--- src/hdl/psp_pkg.sv ---
// types, constants and character classes shared by the format specifier parser
`timescale 1ns / 1ps
`default_nettype none

package psp_pkg;

   localparam logic [31:0] SAT_MAX      = 32'h7FFF_FFFF;
   localparam logic [31:0] PREC_UNSET   = 32'hFFFF_FFFF;
   localparam logic [7:0]  SPAN_MAX     = 8'hFF;

   localparam logic [7:0]  CH_NUL       = 8'h00;
   localparam logic [7:0]  CH_MINUS     = 8'h2D;
   localparam logic [7:0]  CH_PLUS      = 8'h2B;
   localparam logic [7:0]  CH_SPACE     = 8'h20;
   localparam logic [7:0]  CH_HASH      = 8'h23;
   localparam logic [7:0]  CH_ZERO      = 8'h30;
   localparam logic [7:0]  CH_NINE      = 8'h39;
   localparam logic [7:0]  CH_DOT       = 8'h2E;
   localparam logic [7:0]  CH_STAR      = 8'h2A;
   localparam logic [7:0]  CH_LEN_H     = 8'h68;
   localparam logic [7:0]  CH_LEN_L     = 8'h6C;
   localparam logic [7:0]  CH_LEN_BIG_L = 8'h4C;

   localparam logic [1:0]  JUST_RIGHT   = 2'd0;
   localparam logic [1:0]  JUST_ZERO    = 2'd1;
   localparam logic [1:0]  JUST_LEFT    = 2'd2;

   localparam logic [1:0]  SIGN_NONE    = 2'd0;
   localparam logic [1:0]  SIGN_SPACE   = 2'd1;
   localparam logic [1:0]  SIGN_PLUS    = 2'd2;

   localparam logic [1:0]  LEN_NONE     = 2'd0;
   localparam logic [1:0]  LEN_H        = 2'd1;
   localparam logic [1:0]  LEN_L        = 2'd2;
   localparam logic [1:0]  LEN_BIG_L    = 2'd3;

   typedef enum logic [2:0] {
      PH_INTRO = 3'd0,
      PH_FLAGS = 3'd1,
      PH_WIDTH = 3'd2,
      PH_DOT   = 3'd3,
      PH_PREC  = 3'd4,
      PH_LEN   = 3'd5,
      PH_CONV  = 3'd6
   } phase_type;

   typedef struct packed {
      phase_type   phase;
      logic [31:0] width_acc;
      logic [31:0] precision_acc;
      logic [1:0]  justify;
      logic [1:0]  sign;
      logic        alt;
      logic [1:0]  length;
      logic [7:0]  span_count;
   } state_type;

   localparam state_type STATE_RESET = '{
      phase:         PH_INTRO,
      width_acc:     32'd0,
      precision_acc: PREC_UNSET,
      justify:       JUST_RIGHT,
      sign:          SIGN_NONE,
      alt:           1'b0,
      length:        LEN_NONE,
      span_count:    8'd0
   };

   typedef struct packed {
      logic signed [31:0] field_width;
      logic signed [31:0] field_precision;
      logic [1:0]         justify_mode;
      logic [1:0]         sign_mode;
      logic               alternate_form;
      logic [1:0]         length_kind;
      logic [7:0]         conversion_char;
      logic               conversion_found;
      logic               final_consumed;
      logic [7:0]         span_length;
   } result_type;

   function automatic logic is_conv_any(input logic [7:0] c);
      return c inside {"d", "i", "u", "o", "x", "X", "f", "e", "E", "g", "G",
                       "c", "s", "p", "n", "%"};
   endfunction

   function automatic logic is_conv_int(input logic [7:0] c);
      return c inside {"d", "i", "u", "o", "x", "X"};
   endfunction

   function automatic logic is_conv_uns(input logic [7:0] c);
      return c inside {"u", "o", "x", "X"};
   endfunction

endpackage

`default_nettype wire

--- src/hdl/psp_step.sv ---
// one parser step: decodes a byte against the current state, gives next state and result
`timescale 1ns / 1ps
`default_nettype none

module psp_step (
   input  psp_pkg::state_type  state_cur,
   input  logic [7:0]          char_in,
   input  logic [31:0]         star_value,
   output psp_pkg::state_type  state_nxt,
   output psp_pkg::result_type result,
   output logic                emit
);

   logic                is_digit;
   logic                is_star;
   logic                is_dot;
   logic                is_len;
   logic                is_flag;
   logic [3:0]          digit;
   psp_pkg::phase_type  eff_phase;
   logic [35:0]         acc_src;
   logic [35:0]         acc_prod;
   logic [31:0]         acc_digit;
   logic [7:0]          span_inc;
   logic                found;
   logic [7:0]          conv;

   assign is_digit = (char_in >= psp_pkg::CH_ZERO) && (char_in <= psp_pkg::CH_NINE);
   assign is_star  = (char_in == psp_pkg::CH_STAR);
   assign is_dot   = (char_in == psp_pkg::CH_DOT);
   assign is_len   = (char_in == psp_pkg::CH_LEN_H) || (char_in == psp_pkg::CH_LEN_L)
                     || (char_in == psp_pkg::CH_LEN_BIG_L);
   assign is_flag  = char_in inside {psp_pkg::CH_MINUS, psp_pkg::CH_PLUS, psp_pkg::CH_SPACE,
                                     psp_pkg::CH_HASH, psp_pkg::CH_ZERO};
   assign digit    = 4'(char_in - psp_pkg::CH_ZERO);

   // phase that actually handles the byte after falling through the optional parts
   always_comb begin
      case (state_cur.phase)
         psp_pkg::PH_FLAGS: begin
            if (is_flag)                   eff_phase = psp_pkg::PH_FLAGS;
            else if (is_digit || is_star)  eff_phase = psp_pkg::PH_WIDTH;
            else if (is_dot)               eff_phase = psp_pkg::PH_DOT;
            else if (is_len)               eff_phase = psp_pkg::PH_LEN;
            else                           eff_phase = psp_pkg::PH_CONV;
         end
         psp_pkg::PH_WIDTH: begin
            if (is_digit || is_star)       eff_phase = psp_pkg::PH_WIDTH;
            else if (is_dot)               eff_phase = psp_pkg::PH_DOT;
            else if (is_len)               eff_phase = psp_pkg::PH_LEN;
            else                           eff_phase = psp_pkg::PH_CONV;
         end
         psp_pkg::PH_DOT: begin
            if (is_dot)                    eff_phase = psp_pkg::PH_DOT;
            else if (is_len)               eff_phase = psp_pkg::PH_LEN;
            else                           eff_phase = psp_pkg::PH_CONV;
         end
         psp_pkg::PH_PREC: begin
            if (is_digit || is_star)       eff_phase = psp_pkg::PH_PREC;
            else if (is_len)               eff_phase = psp_pkg::PH_LEN;
            else                           eff_phase = psp_pkg::PH_CONV;
         end
         psp_pkg::PH_LEN: begin
            if (is_len)                    eff_phase = psp_pkg::PH_LEN;
            else                           eff_phase = psp_pkg::PH_CONV;
         end
         psp_pkg::PH_CONV:                 eff_phase = psp_pkg::PH_CONV;
         default:                          eff_phase = psp_pkg::PH_INTRO;
      endcase
   end

   // decimal accumulate with saturation: acc * 10 + digit
   assign acc_src   = (eff_phase == psp_pkg::PH_PREC) ? {4'd0, state_cur.precision_acc}
                                                      : {4'd0, state_cur.width_acc};
   assign acc_prod  = (acc_src << 3) + (acc_src << 1) + {32'd0, digit};
   assign acc_digit = (acc_prod > {4'd0, psp_pkg::SAT_MAX}) ? psp_pkg::SAT_MAX
                                                            : acc_prod[31:0];

   assign span_inc = (state_cur.span_count == psp_pkg::SPAN_MAX) ? state_cur.span_count
                                                                 : state_cur.span_count + 8'd1;

   assign found = (char_in == psp_pkg::CH_NUL) || psp_pkg::is_conv_any(char_in);
   assign conv  = found ? char_in : psp_pkg::CH_NUL;

   // next phase
   always_comb begin
      state_nxt.phase = state_cur.phase;
      case (eff_phase)
         psp_pkg::PH_FLAGS: state_nxt.phase = psp_pkg::PH_FLAGS;
         psp_pkg::PH_WIDTH: state_nxt.phase = is_star ? psp_pkg::PH_DOT : psp_pkg::PH_WIDTH;
         psp_pkg::PH_DOT:   state_nxt.phase = psp_pkg::PH_PREC;
         psp_pkg::PH_PREC:  state_nxt.phase = is_star ? psp_pkg::PH_LEN : psp_pkg::PH_PREC;
         psp_pkg::PH_LEN:   state_nxt.phase = psp_pkg::PH_CONV;
         psp_pkg::PH_CONV:  state_nxt.phase = psp_pkg::PH_INTRO;
         default:           state_nxt.phase = psp_pkg::PH_FLAGS;
      endcase
   end

   // datapath state and result
   always_comb begin
      state_nxt.width_acc     = state_cur.width_acc;
      state_nxt.precision_acc = state_cur.precision_acc;
      state_nxt.justify       = state_cur.justify;
      state_nxt.sign          = state_cur.sign;
      state_nxt.alt           = state_cur.alt;
      state_nxt.length        = state_cur.length;
      state_nxt.span_count    = span_inc;
      emit                    = 1'b0;

      result.field_width      = state_cur.width_acc;
      result.field_precision  = state_cur.precision_acc;
      result.justify_mode     = state_cur.justify;
      result.sign_mode        = state_cur.sign;
      result.alternate_form   = state_cur.alt;
      result.length_kind      = state_cur.length;
      result.conversion_char  = conv;
      result.conversion_found = found;
      result.final_consumed   = found;
      result.span_length      = found ? span_inc : state_cur.span_count;

      if ((conv != psp_pkg::CH_NUL) && psp_pkg::is_conv_int(conv)
          && (state_cur.justify == psp_pkg::JUST_ZERO)
          && (state_cur.precision_acc != psp_pkg::PREC_UNSET)) begin
         result.justify_mode = psp_pkg::JUST_RIGHT;
      end
      if ((conv != psp_pkg::CH_NUL) && psp_pkg::is_conv_uns(conv)) begin
         result.sign_mode = psp_pkg::SIGN_NONE;
      end

      case (eff_phase)
         psp_pkg::PH_FLAGS: begin
            case (char_in)
               psp_pkg::CH_MINUS: state_nxt.justify = psp_pkg::JUST_LEFT;
               psp_pkg::CH_PLUS:  state_nxt.sign    = psp_pkg::SIGN_PLUS;
               psp_pkg::CH_SPACE: begin
                  if (state_cur.sign == psp_pkg::SIGN_NONE) state_nxt.sign = psp_pkg::SIGN_SPACE;
               end
               psp_pkg::CH_HASH:  state_nxt.alt     = 1'b1;
               default: begin
                  if (state_cur.justify == psp_pkg::JUST_RIGHT) begin
                     state_nxt.justify = psp_pkg::JUST_ZERO;
                  end
               end
            endcase
         end
         psp_pkg::PH_WIDTH: state_nxt.width_acc = is_star ? star_value : acc_digit;
         psp_pkg::PH_DOT:   state_nxt.precision_acc = 32'd0;
         psp_pkg::PH_PREC:  state_nxt.precision_acc = is_star ? star_value : acc_digit;
         psp_pkg::PH_LEN: begin
            case (char_in)
               psp_pkg::CH_LEN_H: state_nxt.length = psp_pkg::LEN_H;
               psp_pkg::CH_LEN_L: state_nxt.length = psp_pkg::LEN_L;
               default:           state_nxt.length = psp_pkg::LEN_BIG_L;
            endcase
         end
         psp_pkg::PH_CONV: begin
            state_nxt.width_acc     = psp_pkg::STATE_RESET.width_acc;
            state_nxt.precision_acc = psp_pkg::STATE_RESET.precision_acc;
            state_nxt.justify       = psp_pkg::STATE_RESET.justify;
            state_nxt.sign          = psp_pkg::STATE_RESET.sign;
            state_nxt.alt           = psp_pkg::STATE_RESET.alt;
            state_nxt.length        = psp_pkg::STATE_RESET.length;
            state_nxt.span_count    = psp_pkg::STATE_RESET.span_count;
            emit                    = 1'b1;
         end
         default:           state_nxt.span_count = 8'd1;
      endcase
   end

endmodule

`default_nettype wire

--- src/hdl/printf_spec_parser.sv ---
// top level of the format specifier parser: state and result registers, handshakes
//
//  channel  dir  handshake             word
//  req      in   req_valid/req_ready   format byte and star argument
//  rsp      out  rsp_valid/rsp_ready   packed specifier
//
// every byte takes one cycle through the step logic into the state register
// a byte may be taken in every cycle while the result register is empty or being read
// the specifier appears on rsp the cycle after its conversion byte is taken
// a result word held by a low rsp_ready stalls req, whatever the byte
// synchronous active high reset returns the parser to the introducer state
`timescale 1ns / 1ps
`default_nettype none

module printf_spec_parser (
   input  logic               clock,
   input  logic               reset,
   input  logic               req_valid,
   output logic               req_ready,
   input  logic [7:0]         req_char_in,
   input  logic signed [31:0] req_star_value,
   output logic               rsp_valid,
   input  logic               rsp_ready,
   output logic signed [31:0] rsp_field_width,
   output logic signed [31:0] rsp_field_precision,
   output logic [1:0]         rsp_justify_mode,
   output logic [1:0]         rsp_sign_mode,
   output logic               rsp_alternate_form,
   output logic [1:0]         rsp_length_kind,
   output logic [7:0]         rsp_conversion_char,
   output logic               rsp_conversion_found,
   output logic               rsp_final_consumed,
   output logic [7:0]         rsp_span_length
);

   psp_pkg::state_type  state_ff;
   psp_pkg::state_type  state_in;
   psp_pkg::result_type result_ff;
   psp_pkg::result_type result_in;
   logic                rsp_valid_ff;
   logic                rsp_valid_in;
   logic                emit;
   logic                req_fire;

   psp_step u_step (
      .state_cur  (state_ff),
      .char_in    (req_char_in),
      .star_value (req_star_value),
      .state_nxt  (state_in),
      .result     (result_in),
      .emit       (emit)
   );

   assign req_ready = !rsp_valid_ff || rsp_ready;
   assign req_fire  = req_valid && req_ready;

   always_comb begin
      rsp_valid_in = rsp_valid_ff;
      if (req_fire && emit) begin
         rsp_valid_in = 1'b1;
      end else if (rsp_ready) begin
         rsp_valid_in = 1'b0;
      end
   end

   always_ff @(posedge clock) begin
      if (reset) begin
         state_ff     <= psp_pkg::STATE_RESET;
         rsp_valid_ff <= 1'b0;
      end else begin
         rsp_valid_ff <= rsp_valid_in;
         if (req_fire) begin
            state_ff <= state_in;
         end
      end
   end

   always_ff @(posedge clock) begin
      if (req_fire && emit) begin
         result_ff <= result_in;
      end
   end

   assign rsp_valid            = rsp_valid_ff;
   assign rsp_field_width      = result_ff.field_width;
   assign rsp_field_precision  = result_ff.field_precision;
   assign rsp_justify_mode     = result_ff.justify_mode;
   assign rsp_sign_mode        = result_ff.sign_mode;
   assign rsp_alternate_form   = result_ff.alternate_form;
   assign rsp_length_kind      = result_ff.length_kind;
   assign rsp_conversion_char  = result_ff.conversion_char;
   assign rsp_conversion_found = result_ff.conversion_found;
   assign rsp_final_consumed   = result_ff.final_consumed;
   assign rsp_span_length      = result_ff.span_length;

   a_emit_resets: assert property (@(posedge clock) disable iff (reset)
      req_fire && emit |=> rsp_valid_ff && (state_ff.phase == psp_pkg::PH_INTRO))
      else $error("specifier emitted without returning to introducer state");

   a_emit_only_in_conv: assert property (@(posedge clock) disable iff (reset)
      emit |-> (state_ff.phase == psp_pkg::PH_FLAGS || state_ff.phase == psp_pkg::PH_WIDTH
                || state_ff.phase == psp_pkg::PH_DOT || state_ff.phase == psp_pkg::PH_PREC
                || state_ff.phase == psp_pkg::PH_LEN || state_ff.phase == psp_pkg::PH_CONV))
      else $error("emit raised from introducer state");

   a_span_nonzero: assert property (@(posedge clock) disable iff (reset)
      rsp_valid_ff |-> (result_ff.span_length != 8'd0))
      else $error("result word with empty span");

   a_intro_span: assert property (@(posedge clock) disable iff (reset)
      req_fire && (state_ff.phase == psp_pkg::PH_INTRO)
      |=> (state_ff.span_count == 8'd1) && (state_ff.phase == psp_pkg::PH_FLAGS))
      else $error("introducer not counted");

endmodule

`default_nettype wire

--- config.mk ---
export PLATFORM = sky130hd
export DESIGN_NAME = printf_spec_parser
export DESIGN_NICKNAME = d
export VERILOG_FILES = /design/src/hdl/psp_pkg.sv /design/src/hdl/psp_step.sv /design/src/hdl/printf_spec_parser.sv
export SDC_FILE = /design/constraint.sdc
export NUM_CORES = 1
export LEC_CHECK = 0
export CAP_MARGIN = 15
export CORE_MARGIN = 2
export CORE_UTILIZATION = 60
export CTS_BUF_LIST = sky130_fd_sc_hd__clkbuf_4 sky130_fd_sc_hd__clkbuf_8 sky130_fd_sc_hd__clkbuf_16
export CTS_CLUSTER_DIAMETER = 80
export DETAILED_ROUTE_END_ITERATION = 8
export DONT_BUFFER_PORTS = 1
export PLACE_DENSITY = 0.76
export SYNTH_ARGS = -nofsm -noshare
export SYNTH_HDL_FRONTEND = slang
export SYNTH_HIERARCHICAL = 1
export SYNTH_SLANG_ARGS = --single-unit
export TNS_END_PERCENT = 1
--- constraint.sdc ---
create_clock -name clock -period 11.3 [get_ports clock]
set_input_delay 3.39 -clock clock [delete_from_list [all_inputs] [get_ports clock]]
set_output_delay 3.39 -clock clock [all_outputs]
set_load 0.01 [all_outputs]
---- Yosys cells after proc, flatten, opt, wreduce, memory -nomap -nowiden ----
Cells that the tools add are included.
operators by class
  order comparisons ....................... 3
  reductions and logical operators ........ 34
  $add $sub $neg .......................... 4
  muxes and demuxes ....................... 29
  eq/ne operators ......................... 52
operators with widths
  kind                  count
  $eq 8x7->1 const B    24
  $mux 32               3
  $pmux 32 s3           1
  $eq 8x6->1 const B    8
  $pmux 32 s2           1
  $add 36x36->36        1
  $add 36x4->36         1
  $gt 36x31->1 const B  1
  $ne 32x32->1 const B  1
  $mux 8                3
  $eq 3x3->1 const B    6
  $pmux 3 s6            1
  $pmux 2 s2            4
  $pmux 8 s2            1
  $reduce_bool 16->1    1
  $pmux 3 s5            1
  $eq 3x2->1 const B    4
  $mux 3                4
  $pmux 5 s2            1
  $add 8x1->8 const B   1
  $eq 8x8->1 const B    1
  $ge 8x6->1 const B    1
  $le 8x6->1 const B    1
  $logic_not 8->1       1
  other kinds (24)      50
word-level totals
  bits in registers ....................... 171
  bits of input ports ..................... 44
  logic and storage cells ................. 140

---- Logic depth before layout (Yosys ltp) ----
  depth in word-level cells ............... 16
  mapped depth ............................ 26
  gate-level depth less buffers ........... 20

---- Modules after synthesis ----
Netlist, hierarchy kept.
by module, submodules not included
  module              cells each  instances  seq. area each (sq um)  area each (sq um)
  printf_spec_parser  432         1          4334.2                  6119.6
  psp_step            823         1          0.0                     5182.5

---- Worst setup path before layout ----
No wires, ideal clock.
  path kind ............................... input -> register
  start point ............................. in req_char_in[4]
  end point ............................... reg result_ff, in the netlist rsp_alternate_form, enable pin
  library setup time ...................... 0.548 ns
  required time ........................... 10.752 ns
  setup slack ............................. 0.928 ns
  arrival ................................. 9.824 ns
  stages .................................. 11
  cells stage by stage .................... buf_2 > nor4b_4 > nand3_1 > a311oi_1 > o21bai_1 > a2111o_1 > nor2_1 > buf_2 > buf_2 > nand2_1 > nor2b_1
on the way
  cells in the longest elaborated chain, start to end .. 11
RTL lines
  element                                                             line                      source
  from (decl)                                                         printf_spec_parser.sv:20  input logic [7:0] req_char_in,
  parallel branches: the longest is 7 deep, another holds $ge 8x6->1  n/a
  $pmux 3 s6 (*)                                                      psp_step.sv:39            case (state_cur.phase)
  $eq 3x3->1 (*)                                                      psp_step.sv:130           case (eff_phase)
  $mux 1 (*)                                                          psp_step.sv:130
  named net emit                                                      printf_spec_parser.sv:42  logic emit;
  $logic_and 1x1->1 (*)                                               printf_spec_parser.sv:79  if (req_fire && emit) begin
  to (signal assigned)                                                printf_spec_parser.sv:80  result_ff <= result_in;
  to (decl)                                                           printf_spec_parser.sv:38  psp_pkg::result_type result_ff;
Mark *: on every way through the listed nets, which the timed path passes.
A chain may end at the register's enable or synchronous reset.

==> metrics.md <==
| Metric | Value |
|---|---|
| Setup ws final | `1.72 ns` |
| PD cells | `136 nW/um2` |
| Int Pwr | `1.13 mW` |
| Area grow syn2layout | `0.576%` |
| Root buf cell | `clkbuf_16` |
| Async SR Flop Fraction | `0` |
| Core Util, Final | `0.612` |
| Port bufs | `0` |
| CP Launch Type | `input port` |
| Commonest cells in the netlist | `nand2_1 (160), edfxtp_1 (89), o21ai_0 (89), dfxtp_1 (83), buf_4 (77)` |
| Syn_nets | `1365` |
| Crit Path Max Fanout | `35` |
| Layout Cells excl Fill | `1377` |
| RePlAce Congestion | `1.00` |
| Pin count of the biggest net entering global routing | `134` |
| Via count | `9349` |
| Critical path type | `in2reg` |
| Syn Std Cell Area | `11300 um2` |
| Register area share after synthesis | `0.383` |
| Post-CTS Setup Bufs | `0` |
| Max_cap viols | `0` |
| RSZ-0062 raised after global routing | `no` |
| Slew Limit Fails | `0` |
| Hold buffers post-CTS | `0` |
| Die Ht | `141 um` |
| Clock latency on the worst-skew pair | `0.43 ns` |
| Top-area cell type share of the netlist area | `0.236` |
| Vias in the first global route | `8866` |
| Switching Share | `0.269` |
| CP required | `11.62 ns` |
| Inst Count DP | `1344` |
| Crit. End Element | `flop` |
| Synth cell types | `73` |
| Die area | `20000 um2` |
| Ys Warns | `6` |
| Tightest Pin Transition | `1.20 ns` |
| Clk pin slew, worst setup/hold paths | `0.07 ns` |
| Yosys reg bits | `172` |
| Critical Path AT | `9.91 ns` |
| Switch Pwr | `0.417 mW` |
| Area post-placement | `10700 um2` |
| CORE AREA | `18600 um2` |
| Worst Skew | `0.00934 ns` |
| Initial Util | `0.608` |
| Final Cell Area | `11400 um2` |
| Synth top area cells | `edfxtp_1 (24%), dfxtp_1 (15%), ha_1 (7.1%)` |
| Overflow after GRT | `0` |
| # DRC | `0` |
| All-layer global routing usage | `0.326` |
| CTS Buf Count | `17` |
| Std cell rows | `50` |
| Hold Vio Cnt, Final | `0` |
| Fin nets | `1239` |
| VDD IR max | `0.0914 mV` |
| Hold WC Path Type | `reg2reg` |
| Iter 0 DRT Violations | `865` |
| Proportion of layout cells with a drive suffix above 1 | `0.0569` |
| # setup viols final | `0` |
| Hold Slack | `0.475 ns` |
| Die X-Extent | `141 um` |
| ANT nets after route | `0` |
| Post_cts resized | `0` |
| Min Tclk post-route | `9.58 ns` |
| Top cell type by total area after synthesis | `edfxtp_1` |
| Crit share post-route | `0.848` |
| Clk pwr share | `0.405` |
| Main synth FF type | `edfxtp_1` |
| Final HPWL DP | `22300 um` |
| Fmax | `104 MHz` |
| Drt wl/cell | `23.9 um` |
| Combinational power share | `0.132` |
| Count leader, synth | `nand2_1` |
| Post-Place Setup Slack | `1.48 ns` |
| Status | `finished, final reports clean` |
| # fillers | `1613` |
| Multi-input logic area | `5980 um2` |
| I/O Pins | `135` |
| CTS tree | `yes` |
| Synthesized netlist cell count | `1255` |
| Seq pwr share | `0.463` |
| H-tree depth | `4` |
| Number of synthesized flops with an enable pin | `89` |
| CTS Buffer Depth | `2` |
| Pre-antenna DRT Iters | `5` |
| Initial antenna violation count | `1` |
| Sink Count | `172` |
| First-pass GRT wire length | `50000 um` |
| Final WL | `32900 um` |
| Power Total | `1.55 mW` |
| Setup TNS | `0 ns` |
| Max_slew headroom | `0.199` |
| Leakage power | `4.49 nW` |
| Avg Inst Size Synth | `9.01 um2` |
| FF/Latch Area | `4330 um2` |
| DR vias/cell | `6.79` |
[power groups by stage]
stage / Sequential, mW / Combinational [mW] / Clock [mW]
5_1_grt: 0.719 / 0.218 / 0.657
6_report: 0.716 / 0.204 / 0.627
2_1_floorplan: 0.718 / 0.174 / 0
3_5_place_dp: 0.730 / 0.197 / 0
4_1_cts: 0.716 / 0.198 / 0.634
3_3_place_gp: 0.730 / 0.196 / 0
[final cells by class]
class                           instances  share of cell area
Inverter                                9             0.00297
Sequential cell                       172               0.381
Timing Repair Buffer                   13             0.00859
Clock inverter                         11              0.0135
Antenna cell                            1            0.000220
Multi-Input combinational cell        916               0.526
Clock buffer                           21              0.0417
Tap cell                              234              0.0258
[worst paths after layout]
kind | from | end | slack [ns] | depth (start not counted)
setup / recovery | req_char_in[4] | state_ff[37]$_SDFFE_PP1P_ | 1.72 | 22
hold / removal | state_ff[8]$_SDFFE_PP0P_ | rsp_length_kind[0]$_DFFE_PP_ | 0.48 | 0
setup reg to reg | state_ff[79]$_SDFFE_PP0P_ | state_ff[37]$_SDFFE_PP1P_ | 5.15 | 19
hold reg to reg | state_ff[8]$_SDFFE_PP0P_ | rsp_length_kind[0]$_DFFE_PP_ | 0.48 | 0
[logic make-up (layout without fill, tap and decap cells)]
logic type / Yosys count / in the layout / share of synthesized area
fa+ha+maj: 66 / 66 / 0.0744
simple gates: 472 / 472 / 0.225
flops: 172 / 172 / 0.383
other cells: 1 / 2 / 0.000332
buf+inv: 167 / 54 / 0.0897
xor+xnor: 33 / 33 / 0.0256
mux: 4 / 4 / 0.00365
compound gates: 340 / 340 / 0.197
[critical path, cell delays in order]
cell and delay [ns]:
nor4b_4 0.51, nand3_1 0.15, buf_4 0.30, nand2_1 0.17, and3_1 0.78, buf_4 0.40, nand2_1 0.11, nand2_1 0.12
ha_1 0.24, ha_1 0.39, a21oi_1 0.29, o21ai_0 0.19, nor2_1 0.12, or4b_1 0.49, o21ai_1 0.18, a21oi_1 0.08
or4_1 0.68, buf_4 0.32, o22a_1 0.23, a221o_1 0.32, and3_1 0.15, a211o_1 0.26
[state kept, by name (all words and copies together) (netlist names)]
signal and cells:
rsp_alternate_form 1, rsp_conversion_char 8, rsp_conversion_found 1, rsp_field_precision 32, rsp_field_width 32, rsp_final_consumed 1
rsp_justify_mode 2, rsp_length_kind 2, rsp_sign_mode 2, rsp_span_length 8, rsp_valid 1, state_ff 82
[cells in the final DEF (no fill, tap or decap), drive strengths merged, types with 14 or more instances in the layout]
cell type / Yosys / routed
o22a: 15 / 15
ha: 64 / 64
and3: 38 / 38
a21oi: 65 / 65
nand4: 16 / 16
nand2b: 57 / 57
nor2: 65 / 65
dfxtp: 83 / 83
nand4b: 50 / 50
nand2: 161 / 161
nand3: 16 / 16
o21ai: 117 / 117
inv: 9 / 14
xnor2: 18 / 18
nor2b: 22 / 22
a211o: 33 / 33
edfxtp: 89 / 89
xor2: 15 / 15
clkbuf: 50 / 21
[metal layers]
layer	track usage	vias up	share of wire
met1	0.384	4486	0.39
met4	0.208	2	0.064
met5	0	-	0.000091
met3	0.0744	126	0.074
li1	-	4298	-
met2	0.539	437	0.47
No activity file was read; power rests on OpenSTA's default activity.
